$ cat config.mk
export PLATFORM = sky130hd
export DESIGN_NAME = bitmap_field_message_deframer
export DESIGN_NICKNAME = d
export VERILOG_FILES = /design/src/design/bfmd_pkg.sv /design/src/design/bfmd_ram.sv /design/src/design/bfmd_out_buf.sv /design/src/design/bfmd_parser.sv /design/src/design/bitmap_field_message_deframer.sv
export SDC_FILE = /design/constraint.sdc
export NUM_CORES = 2
export LEC_CHECK = 0
export ABC_AREA = 0
export BUFFER_PORTS_ARGS = -buffer_cell sky130_fd_sc_hd__buf_2
export CAP_MARGIN = 20
export CORE_MARGIN = 1
export CORE_UTILIZATION = 39
export CTS_CLUSTER_SIZE = 28
export DETAILED_ROUTE_END_ITERATION = 16
export GPL_ROUTABILITY_DRIVEN = 0
export PLACE_DENSITY_LB_ADDON = 0.08
export SLEW_MARGIN = 20
export SYNTH_ARGS = -nofsm -noshare
export SYNTH_HDL_FRONTEND = slang
export SYNTH_HIERARCHICAL = 1
export SYNTH_SLANG_ARGS = --single-unit
$ cat constraint.sdc
create_clock -name clk_i -period 10.2 [get_ports clk_i]
set_clock_uncertainty 0.1 [all_clocks]
set_input_delay 1.53 -clock clk_i [delete_from_list [all_inputs] [get_ports clk_i]]
set_output_delay 1.53 -clock clk_i [all_outputs]
set_load 0.1 [all_outputs]
$ cat src/design/bfmd_pkg.sv
// Shared types, codes and constants of the bitmap field message deframer.
package bfmd_pkg;

  localparam int FIELD_W  = 7;
  localparam int LEN_W    = 10;
  localparam int KIND_W   = 2;
  localparam int ENTRY_W  = KIND_W + LEN_W;
  localparam int HDR_W    = 6;
  localparam int BYTE_W   = 8;
  localparam int DIGIT_W  = 2;

  localparam int DEF_FIELD_COUNT  = 128;
  localparam int DEF_BITMAP_BYTES = 16;

  localparam logic OP_TABLE = 1'b0;
  localparam logic OP_BYTE  = 1'b1;

  localparam logic [KIND_W-1:0] KIND_FIXED   = 2'd0;
  localparam logic [KIND_W-1:0] KIND_PREFIX2 = 2'd1;
  localparam logic [KIND_W-1:0] KIND_PREFIX3 = 2'd2;

  localparam logic [DIGIT_W-1:0] DIGITS_SHORT = 2'd2;
  localparam logic [DIGIT_W-1:0] DIGITS_LONG  = 2'd3;

  localparam logic [BYTE_W-1:0] ASCII_ZERO  = 8'h30;
  localparam logic [BYTE_W-1:0] ASCII_NINE  = 8'h39;
  localparam logic [BYTE_W-1:0] BITMAP_BIT0 = 8'h01;

  typedef enum logic [2:0] {
    PH_HEADER,
    PH_BITMAP,
    PH_PREFIX,
    PH_DATA,
    PH_DONE
  } phase_e;

  typedef enum logic {
    CTRL_RUN,
    CTRL_SCAN
  } ctrl_e;

  typedef enum logic [1:0] {
    ROLE_HEADER,
    ROLE_PREFIX,
    ROLE_DATA,
    ROLE_AFTER
  } role_e;

  typedef enum logic [1:0] {
    ERR_NONE,
    ERR_DIGIT,
    ERR_BITMAP
  } err_e;

  typedef struct packed {
    role_e               role;
    logic [FIELD_W-1:0]  field;
    logic [LEN_W-1:0]    offset;
    logic [BYTE_W-1:0]   data;
    logic                last;
    logic [LEN_W-1:0]    len;
    logic                done;
    err_e                err;
  } res_t;

endpackage

$ cat src/design/bfmd_ram.sv
// Generic single-write, single-read RAM with registered read data.
module bfmd_ram
  import bfmd_pkg::*;
#(
  parameter int WIDTH = ENTRY_W,
  parameter int DEPTH = DEF_FIELD_COUNT
) (
  input  logic                     clk_i,
  input  logic                     we_i,
  input  logic [$clog2(DEPTH)-1:0] waddr_i,
  input  logic [WIDTH-1:0]         wdata_i,
  input  logic                     re_i,
  input  logic [$clog2(DEPTH)-1:0] raddr_i,
  output logic [WIDTH-1:0]         rdata_o
);

  logic [WIDTH-1:0] mem_q [DEPTH];
  logic [WIDTH-1:0] rdata_q;

  always_ff @(posedge clk_i) begin
    if (we_i) begin
      mem_q[waddr_i] <= wdata_i;
    end
    if (re_i) begin
      rdata_q <= mem_q[raddr_i];
    end
  end

  assign rdata_o = rdata_q;

endmodule

$ cat src/design/bfmd_out_buf.sv
// Two-entry result buffer between the parser and the output channel.
module bfmd_out_buf
  import bfmd_pkg::*;
(
  input  logic clk_i,
  input  logic rst_ni,
  input  logic push_i,
  input  res_t push_data_i,
  output logic full_o,
  output logic out_valid_o,
  input  logic out_ready_i,
  output res_t out_data_o
);

  res_t       entry_q [2];
  logic       wr_ptr_q, wr_ptr_d;
  logic       rd_ptr_q, rd_ptr_d;
  logic [1:0] count_q, count_d;
  logic       pop;

  assign pop         = out_valid_o && out_ready_i;
  assign out_valid_o = (count_q != 2'd0);
  assign full_o      = (count_q == 2'd2);
  assign out_data_o  = entry_q[rd_ptr_q];

  always_comb begin
    wr_ptr_d = push_i ? ~wr_ptr_q : wr_ptr_q;
    rd_ptr_d = pop ? ~rd_ptr_q : rd_ptr_q;
    count_d  = count_q;
    if (push_i && !pop) begin
      count_d = count_q + 2'd1;
    end else if (pop && !push_i) begin
      count_d = count_q - 2'd1;
    end
  end

  always_ff @(posedge clk_i) begin
    if (push_i) begin
      entry_q[wr_ptr_q] <= push_data_i;
    end
  end

  always_ff @(posedge clk_i or negedge rst_ni) begin
    if (!rst_ni) begin
      wr_ptr_q <= 1'b0;
      rd_ptr_q <= 1'b0;
      count_q  <= 2'd0;
    end else begin
      wr_ptr_q <= wr_ptr_d;
      rd_ptr_q <= rd_ptr_d;
      count_q  <= count_d;
    end
  end

endmodule

$ cat src/design/bfmd_parser.sv
// Byte parser: phase tracking, bitmap capture, prefix decode and format table scan.
module bfmd_parser
  import bfmd_pkg::*;
#(
  parameter int FIELD_COUNT  = DEF_FIELD_COUNT,
  parameter int BITMAP_BYTES = DEF_BITMAP_BYTES
) (
  input  logic               clk_i,
  input  logic               rst_ni,
  input  logic               cfg_we_i,
  input  logic [HDR_W-1:0]   cfg_wdata_i,
  input  logic               in_valid_i,
  output logic               in_ready_o,
  input  logic               op_i,
  input  logic               start_of_message_i,
  input  logic [BYTE_W-1:0]  data_byte_i,
  input  logic [FIELD_W-1:0] format_field_i,
  input  logic [KIND_W-1:0]  format_kind_i,
  input  logic [LEN_W-1:0]   format_length_i,
  output logic               push_o,
  output res_t               push_data_o,
  input  logic               buf_full_i
);

  localparam int BM_W        = 8 * BITMAP_BYTES;
  localparam int FIELD_LIMIT = (FIELD_COUNT < BM_W) ? FIELD_COUNT : BM_W;
  localparam int CNT_W       = $clog2(FIELD_LIMIT + 1);
  localparam int AW          = $clog2(FIELD_COUNT);
  localparam int BI_W        = $clog2(BITMAP_BYTES);
  localparam int BMI_W       = $clog2(BM_W);

  // registered state
  ctrl_e              ctrl_q, ctrl_d;
  phase_e             phase_q, phase_d;
  logic [FIELD_W-1:0] cf_q, cf_d;
  logic [LEN_W-1:0]   bc_q, bc_d;
  logic [LEN_W-1:0]   acc_q, acc_d;
  logic [DIGIT_W-1:0] dc_q, dc_d;
  logic [KIND_W-1:0]  kind_q, kind_d;
  logic [BM_W-1:0]    bitmap_q, bitmap_d;
  logic [HDR_W-1:0]   hdr_len_q;
  logic [CNT_W-1:0]   scan_f_q, scan_f_d;
  logic [CNT_W-1:0]   chk_f_q, chk_f_d;
  logic               chk_vld_q, chk_vld_d;
  res_t               pend_q;

  // byte path
  phase_e             b_ph;
  logic [FIELD_W-1:0] b_cf;
  logic [LEN_W-1:0]   b_bc;
  logic [LEN_W-1:0]   b_acc;
  logic [DIGIT_W-1:0] b_dc;
  logic [BM_W-1:0]    b_bm;
  logic [BI_W-1:0]    bm_idx;
  logic               b_need_scan;
  res_t               b_res;
  logic               is_digit;
  logic [LEN_W-1:0]   dec_acc;
  logic [DIGIT_W-1:0] dc_inc;
  logic [DIGIT_W-1:0] digits_need;

  // scan path
  logic               byte_acc;
  logic               tbl_acc;
  logic               tbl_we;
  logic               scan_issue;
  logic               scan_hit;
  logic               scan_none;
  logic [ENTRY_W-1:0] tbl_rdata;
  logic [KIND_W-1:0]  ent_kind;
  logic [LEN_W-1:0]   ent_len;
  logic               ent_usable;
  logic               present;

  assign byte_acc = in_valid_i && in_ready_o && (op_i == OP_BYTE);
  assign tbl_acc  = in_valid_i && in_ready_o && (op_i == OP_TABLE);
  assign tbl_we   = tbl_acc && (int'(format_field_i) < FIELD_COUNT);

  bfmd_ram #(
    .WIDTH (ENTRY_W),
    .DEPTH (FIELD_COUNT)
  ) u_fmt_ram (
    .clk_i   (clk_i),
    .we_i    (tbl_we),
    .waddr_i (AW'(format_field_i)),
    .wdata_i ({format_kind_i, format_length_i}),
    .re_i    (scan_issue),
    .raddr_i (AW'(scan_f_q)),
    .rdata_o (tbl_rdata)
  );

  assign is_digit    = (data_byte_i >= ASCII_ZERO) && (data_byte_i <= ASCII_NINE);
  assign dec_acc     = LEN_W'({acc_q, 3'b000} + {2'b00, acc_q, 1'b0}
                              + 13'(data_byte_i[3:0]));
  assign dc_inc      = dc_q + DIGIT_W'(1);
  assign digits_need = (kind_q == KIND_PREFIX3) ? DIGITS_LONG : DIGITS_SHORT;

  always_comb begin : byte_path
    b_ph        = phase_q;
    b_cf        = cf_q;
    b_bc        = bc_q;
    b_acc       = acc_q;
    b_dc        = dc_q;
    b_bm        = bitmap_q;
    bm_idx      = '0;
    b_need_scan = 1'b0;
    b_res       = '0;
    b_res.role  = ROLE_AFTER;
    b_res.err   = ERR_NONE;
    b_res.data  = data_byte_i;

    if (start_of_message_i) begin
      b_ph  = PH_HEADER;
      b_cf  = '0;
      b_bc  = '0;
      b_acc = '0;
      b_dc  = '0;
      b_bm  = '0;
    end

    if (b_ph == PH_HEADER && b_bc >= LEN_W'(hdr_len_q)) begin
      b_ph = PH_BITMAP;
      b_bc = '0;
    end

    unique case (b_ph)
      PH_HEADER: begin
        b_res.role   = ROLE_HEADER;
        b_res.offset = b_bc;
        b_bc         = b_bc + LEN_W'(1);
      end
      PH_BITMAP: begin
        bm_idx       = b_bc[BI_W-1:0];
        b_res.role   = ROLE_DATA;
        b_res.offset = LEN_W'(bm_idx);
        b_res.len    = LEN_W'(BITMAP_BYTES);
        b_bm[{bm_idx, 3'b000} +: 8] = b_bm[{bm_idx, 3'b000} +: 8] | data_byte_i;
        if (bm_idx == '0 && (data_byte_i & BITMAP_BIT0) == '0) begin
          // field 0 must be flagged present: abandon the message
          b_res.err = ERR_BITMAP;
          b_ph      = PH_DONE;
        end else begin
          b_bc = LEN_W'(bm_idx) + LEN_W'(1);
          if (b_bc >= LEN_W'(BITMAP_BYTES)) begin
            b_res.last  = 1'b1;
            b_cf        = '0;
            b_need_scan = 1'b1;
          end
        end
      end
      PH_PREFIX: begin
        b_res.role   = ROLE_PREFIX;
        b_res.field  = b_cf;
        b_res.offset = LEN_W'(b_dc);
        if (!is_digit) begin
          b_res.err = ERR_DIGIT;
          b_res.len = b_acc;
          b_ph      = PH_DONE;
        end else begin
          b_acc     = dec_acc;
          b_res.len = dec_acc;
          b_dc      = dc_inc;
          if (dc_inc >= digits_need) begin
            if (dec_acc == '0) begin
              b_need_scan = 1'b1;
            end else begin
              b_ph = PH_DATA;
              b_bc = '0;
            end
          end
        end
      end
      PH_DATA: begin
        b_res.role   = ROLE_DATA;
        b_res.field  = b_cf;
        b_res.offset = b_bc;
        b_res.len    = b_acc;
        b_bc         = b_bc + LEN_W'(1);
        if (b_bc >= b_acc) begin
          b_res.last  = 1'b1;
          b_need_scan = 1'b1;
        end
      end
      default: begin
        b_ph = PH_DONE;
      end
    endcase
  end

  // scan: issue one table read per cycle, check the entry in the cycle after its read
  assign ent_kind   = tbl_rdata[ENTRY_W-1 -: KIND_W];
  assign ent_len    = tbl_rdata[LEN_W-1:0];
  assign present    = bitmap_q[BMI_W'(chk_f_q)];
  assign ent_usable = (ent_kind == KIND_PREFIX2) || (ent_kind == KIND_PREFIX3)
                      || (ent_kind == KIND_FIXED && ent_len != '0);
  assign scan_issue = (ctrl_q == CTRL_SCAN) && (scan_f_q < CNT_W'(FIELD_LIMIT));
  assign scan_hit   = (ctrl_q == CTRL_SCAN) && chk_vld_q && present && ent_usable;
  assign scan_none  = (ctrl_q == CTRL_SCAN) && !scan_hit && !scan_issue;

  always_comb begin : ctrl_next
    ctrl_d = ctrl_q;
    unique case (ctrl_q)
      CTRL_RUN: begin
        if (byte_acc && b_need_scan) begin
          ctrl_d = CTRL_SCAN;
        end
      end
      CTRL_SCAN: begin
        if (scan_hit || scan_none) begin
          ctrl_d = CTRL_RUN;
        end
      end
      default: begin
        ctrl_d = CTRL_RUN;
      end
    endcase
  end

  always_comb begin : ctrl_out
    in_ready_o  = (ctrl_q == CTRL_RUN) && !buf_full_i;
    push_o      = 1'b0;
    push_data_o = b_res;
    if (ctrl_q == CTRL_SCAN) begin
      push_o           = scan_hit || scan_none;
      push_data_o      = pend_q;
      push_data_o.done = scan_none;
    end else begin
      push_o = byte_acc && !b_need_scan;
    end
  end

  always_comb begin : state_next
    phase_d   = phase_q;
    cf_d      = cf_q;
    bc_d      = bc_q;
    acc_d     = acc_q;
    dc_d      = dc_q;
    kind_d    = kind_q;
    bitmap_d  = bitmap_q;
    scan_f_d  = scan_f_q;
    chk_f_d   = chk_f_q;
    chk_vld_d = 1'b0;

    if (byte_acc) begin
      phase_d  = b_ph;
      cf_d     = b_cf;
      bc_d     = b_bc;
      acc_d    = b_acc;
      dc_d     = b_dc;
      bitmap_d = b_bm;
      if (b_need_scan) begin
        scan_f_d = CNT_W'({1'b0, b_cf}) + CNT_W'(1);
      end
    end

    // follow a rewrite of the open field's entry: the digit count uses its kind
    if (tbl_we && format_field_i == cf_q) begin
      kind_d = format_kind_i;
    end

    if (scan_issue) begin
      scan_f_d  = scan_f_q + CNT_W'(1);
      chk_f_d   = scan_f_q;
      chk_vld_d = !scan_hit;
    end

    if (scan_hit) begin
      // open the field found
      cf_d   = FIELD_W'(chk_f_q);
      bc_d   = '0;
      dc_d   = '0;
      kind_d = ent_kind;
      if (ent_kind == KIND_FIXED) begin
        phase_d = PH_DATA;
        acc_d   = ent_len;
      end else begin
        phase_d = PH_PREFIX;
        acc_d   = '0;
      end
    end else if (scan_none) begin
      phase_d = PH_DONE;
    end
  end

  always_ff @(posedge clk_i) begin
    if (byte_acc && b_need_scan) begin
      pend_q <= b_res;
    end
  end

  always_ff @(posedge clk_i or negedge rst_ni) begin
    if (!rst_ni) begin
      ctrl_q    <= CTRL_RUN;
      phase_q   <= PH_HEADER;
      cf_q      <= '0;
      bc_q      <= '0;
      acc_q     <= '0;
      dc_q      <= '0;
      kind_q    <= KIND_FIXED;
      bitmap_q  <= '0;
      hdr_len_q <= '0;
      scan_f_q  <= '0;
      chk_f_q   <= '0;
      chk_vld_q <= 1'b0;
    end else begin
      ctrl_q    <= ctrl_d;
      phase_q   <= phase_d;
      cf_q      <= cf_d;
      bc_q      <= bc_d;
      acc_q     <= acc_d;
      dc_q      <= dc_d;
      kind_q    <= kind_d;
      bitmap_q  <= bitmap_d;
      scan_f_q  <= scan_f_d;
      chk_f_q   <= chk_f_d;
      chk_vld_q <= chk_vld_d;
      if (cfg_we_i) begin
        hdr_len_q <= cfg_wdata_i;
      end
    end
  end

endmodule

$ cat src/design/bitmap_field_message_deframer.sv
// Top level of the bitmap field message deframer.
//
// Input channel (in_valid_i / in_ready_o): a beat with op_i = 0 writes one
// format table entry and yields no result; a beat with op_i = 1 carries one
// message byte, start_of_message_i marking the first byte of a message.
// Output channel (out_valid_o / out_ready_i): one result beat per message byte,
// tagging the byte with role, field, offset, length, last, done and error.
// Throughput: one beat per cycle for table writes and for bytes that do not
// end a field. A byte that ends a field (last bitmap byte, last data byte,
// last digit of a zero length prefix) starts a walk of the format table RAM,
// one field number per cycle from the next field upward, reading field numbers
// up to the next present, non-empty field and none at or above
// min(FIELD_COUNT, 8 * BITMAP_BYTES). Input is held off during the walk.
// Latency: a result is valid the cycle after its byte is accepted, or the
// cycle after the table walk ends.
// Stall: up to two results are buffered; in_ready_o drops when both wait.
// Reset: parsing starts in the header phase, header_length is 0, the bitmap
// is clear; format table entries hold nothing valid until written.
module bitmap_field_message_deframer
  import bfmd_pkg::*;
#(
  parameter int FIELD_COUNT  = DEF_FIELD_COUNT,
  parameter int BITMAP_BYTES = DEF_BITMAP_BYTES
) (
  input  logic               clk_i,
  input  logic               rst_ni,
  input  logic               cfg_we_i,
  input  logic [HDR_W-1:0]   cfg_wdata_i,
  input  logic               in_valid_i,
  output logic               in_ready_o,
  input  logic               op_i,
  input  logic               start_of_message_i,
  input  logic [BYTE_W-1:0]  data_byte_i,
  input  logic [FIELD_W-1:0] format_field_i,
  input  logic [KIND_W-1:0]  format_kind_i,
  input  logic [LEN_W-1:0]   format_length_i,
  output logic               out_valid_o,
  input  logic               out_ready_i,
  output logic [1:0]         byte_role_o,
  output logic [FIELD_W-1:0] field_index_o,
  output logic [LEN_W-1:0]   byte_offset_o,
  output logic [BYTE_W-1:0]  out_byte_o,
  output logic               field_last_o,
  output logic [LEN_W-1:0]   field_length_o,
  output logic               message_done_o,
  output logic [1:0]         error_code_o
);

  logic push;
  res_t push_data;
  logic buf_full;
  res_t out_res;

  bfmd_parser #(
    .FIELD_COUNT  (FIELD_COUNT),
    .BITMAP_BYTES (BITMAP_BYTES)
  ) u_parser (
    .clk_i              (clk_i),
    .rst_ni             (rst_ni),
    .cfg_we_i           (cfg_we_i),
    .cfg_wdata_i        (cfg_wdata_i),
    .in_valid_i         (in_valid_i),
    .in_ready_o         (in_ready_o),
    .op_i               (op_i),
    .start_of_message_i (start_of_message_i),
    .data_byte_i        (data_byte_i),
    .format_field_i     (format_field_i),
    .format_kind_i      (format_kind_i),
    .format_length_i    (format_length_i),
    .push_o             (push),
    .push_data_o        (push_data),
    .buf_full_i         (buf_full)
  );

  bfmd_out_buf u_out_buf (
    .clk_i       (clk_i),
    .rst_ni      (rst_ni),
    .push_i      (push),
    .push_data_i (push_data),
    .full_o      (buf_full),
    .out_valid_o (out_valid_o),
    .out_ready_i (out_ready_i),
    .out_data_o  (out_res)
  );

  assign byte_role_o    = out_res.role;
  assign field_index_o  = out_res.field;
  assign byte_offset_o  = out_res.offset;
  assign out_byte_o     = out_res.data;
  assign field_last_o   = out_res.last;
  assign field_length_o = out_res.len;
  assign message_done_o = out_res.done;
  assign error_code_o   = out_res.err;

endmodule

==> out/metrics.yaml <==
finalHoldViolations: 0
yosys.area.top_type: "edfxtp_1"
postSynth.topFlopCell: "edfxtp_1"
path_clk_slew_ns: 0.06
cts_buffers: 201
dr.first_iter.drc_count: 3716
fillers: 16490
synth_nets: 3988
yosysSeqAreaShare_pct: 72.00
wirelength_mm: 204.3
cp_max_fo: 45
crit_path_top_delay_cell: "o21ai_1"
clockBufferDepth: 3
grt_max_degree: 119
final_nets: 4226
syn_avg_cell_area_um2: 19.50
fp.dieW_um: 444.1
vias: 39000
grt_pass1_wl_mm: 295.5
crit_type: "in2reg"
period_needed_ns: 8.273
cp_data_required_time_ns: 10.79
cp-end-kind: "flip-flop"
ant_nets: 0
critical_path.top_delay_family: "compound AO/OA/AOI/OAI gates"
pre_cts_ws_ns: 1.166
start_util_pct: 39.41
crit_chain: "buf_2, nor2b_1, ha_1, or2_1, a211oi_1, o211a_1, nor2_1, or2_2, nor2_1, ha_1, and3_1, a21boi_0, nand4_1, xor2_1, ha_1, o21a_1, o31ai_1, o31ai_1, o41ai_1, o22ai_1, o21ai_1, inv_2, o311ai_1, o211ai_1"
dieHeight_um: 444.1
worst_slack_ns: 1.927
relSlewSlack_pct: 23.91
drv_slew: 0
crit_buf_inv: 2
gr-total-overflow: 0
portBuffers: 82
fin_crit_sh_pct: 81.11
postSynth.asyncResetShare_pct: 10.17
synth_common_cells: "edfxtp_1, mux4_2, nor2_1"
clock_latency_ns: 0.84
hpwl_mm: 127.0
grt_pass1_vias: 39540
setup_viol: 0
p_leak_nw: 28.10
p_per_area_mw_per_mm2: 181.7
cts-htree-levels: 4
wl_per_cell_um: 29.82
netlist_instances: 3909
tightestPinTransition_ns: 1.129
yosysMostFrequentCell: "edfxtp_1"
core_mm2: 0.1934
postCtsSetupRepairBufs: 0
fmax_mhz: 120.9
dieArea_mm2: 0.1972
synthTopCellsByArea: "edfxtp_1, mux4_2, dfrtp_1"
holdBufCountCts: 0
first_pass_iters: 6
max_cap_violations: 0
rsz0062_at_grt: "false"
hold_path_class: "reg2reg"
area_delta_synth_final_pct: 14.12
power_mw: 15.80
crit_top_cell: "ha_1"
drcViolationCount: 0
synth-edff-count: 1670
synth-seq-cells: 1859
syn_area_mm2: 0.07622
synth_cell_types: 82
pin_count: 83
critical_path.max_stage_delay_ns: 0.70
drive_gt1_share_pct: 29.02
synth_top_cell_area_share_pct: 65.80
status: "finished clean"
cts-resized-gates: 0
crit_arrival_ns: 8.86
grt_usage_pct: 20.79
tns_ns: 0
drt-vias-per-instance: 5.692
ir_drop_mv: 0.1357
rows: 161
cts-root-buf: "clkbuf_16"
antenna_found_initial: 25
cts_tree: "done"
critPathLaunchType: "input port"
yosysWarnings: 6
cts_sinks: 1859
[registers in the layout (all words and copies together), names as in the netlist, 2 cells and up]
| signal | cells |
|---|---|
| u_parser/bc_q | 10 |
| u_out_buf/count_q | 2 |
| u_parser/hdr_len_q | 6 |
| u_parser/pend_q | 40 |
| u_parser/u_fmt_ram/mem_q | 1536 |
| u_parser/acc_q | 10 |
| u_parser/scan_f_q | 8 |
| u_out_buf/entry_q | 82 |
| u_parser/dc_q | 2 |
| u_parser/cf_q | 7 |
| u_parser/bitmap_q | 128 |
| u_parser/u_fmt_ram/rdata_o | 12 |
| u_parser/chk_f_q | 7 |
| u_parser/kind_q | 2 |
| u_parser/phase_q | 3 |
[logic make-up (layout without fill, tap and decap cells)]
group                    after synthesis  after routing  synth area share, %
flip-flops                          1859           1859                72.00
AND/OR/NAND/NOR                      721            721                4.516
multiplexers                         642            642                17.57
AO/OA/AOI/OAI                        377            377                3.446
buffers and inverters                245            657                1.509
adder cells (fa/ha/maj)               39             39               0.6599
XOR/XNOR                              26             26               0.2988
other                                  0              5                    0
[metrics by stage]
| stage | hold WS [ns] | util, % | area (um^2) | cells |
|---|---|---|---|---|
| after global placement | 0.3666 | 41.51 | 80280 | 6467 |
| after global routing | 0.4008 | 44.97 | 86970 | 6848 |
| after CTS | 0.3843 | 44.95 | 86920 | 6845 |
| after detailed placement | 0.3714 | 41.52 | 80300 | 6468 |
| after floorplan | 0.3479 | - | 76220 | 3909 |
| final | 0.3838 | 44.98 | 86980 | 6852 |
[worst register-to-register path, delay by kind of cell (launching register included)]
kind,cells,cell delay (ns)
AO/OA/AOI/OAI,11,3.33
XOR/XNOR,1,0.25
buffers and inverters,2,0.75
flip-flops,1,0.48
adder cells (fa/ha/maj),3,0.98
AND/OR/NAND/NOR,7,1.55
[layout by cell type (no fill, tap or decap), types with 27 or more instances in the layout]
cell type	Yosys	layout
edfxtp_1	1670	1670
mux4_2	536	536
nand2_1	207	205
clkbuf_16	0	202
nor2_1	209	185
buf_4	16	181
dfrtp_1	189	180
nand3_1	91	89
buf_2	54	69
o21ai_0	66	66
o21ai_1	63	63
clkinv_1	0	51
mux2_2	50	50
nand3b_1	48	48
a21oi_1	45	45
clkbuf_1	124	39
clkinv_2	0	39
mux2_4	39	39
ha_1	37	37
nand2b_1	30	30
a22o_1	28	28
o2bb2ai_1	27	27
[final timing paths]
path / start / endpoint / slack [ns] / depth (start not counted)
min: u_parser/chk_f_q[2] / u_parser/chk_f_q[2] / 0.38 / 1
max in group asynchronous: rst_ni / u_parser/scan_f_q[4] / 7.85 / 2
max reg2reg: u_parser/bc_q[0] / u_parser/scan_f_q[2] / 2.67 / 24
min in group asynchronous: rst_ni / u_parser/bitmap_q[99] / 0.73 / 1
max: start_of_message_i / u_parser/scan_f_q[2] / 1.93 / 24
min reg2reg: u_parser/chk_f_q[2] / u_parser/chk_f_q[2] / 0.38 / 1
[report_power, final]
part	total, mW	switching [mW]	internal, mW	leakage (nW)
Combinational	0.220	0.192	0.0283	7.44
Sequential	8.29	0.000811	8.29	17.4
Clock	7.29	3.06	4.23	3.23
Total	15.8	3.25	12.5	28.1
[layer usage]
layer	global-route usage (%)	part of all wire, %
met5	0	0.0059
met2	32.21	47
met3	3.094	5.1
met4	5.419	2.4
met1	30.80	46
[final cells by class]
cell class	instances	area, um^2	area share (%)
clock inverters	133	1381	1.588
diodes	5	12.51	0.01439
repair buffers	258	1841	2.116
inverters	22	82.58	0.09494
multi-input cells	1805	20360	23.41
well taps	2526	3161	3.634
clock buffers	244	5243	6.028
flip-flops and latches	1859	54900	63.12
No activity file was read; power rests on OpenSTA's default activity.
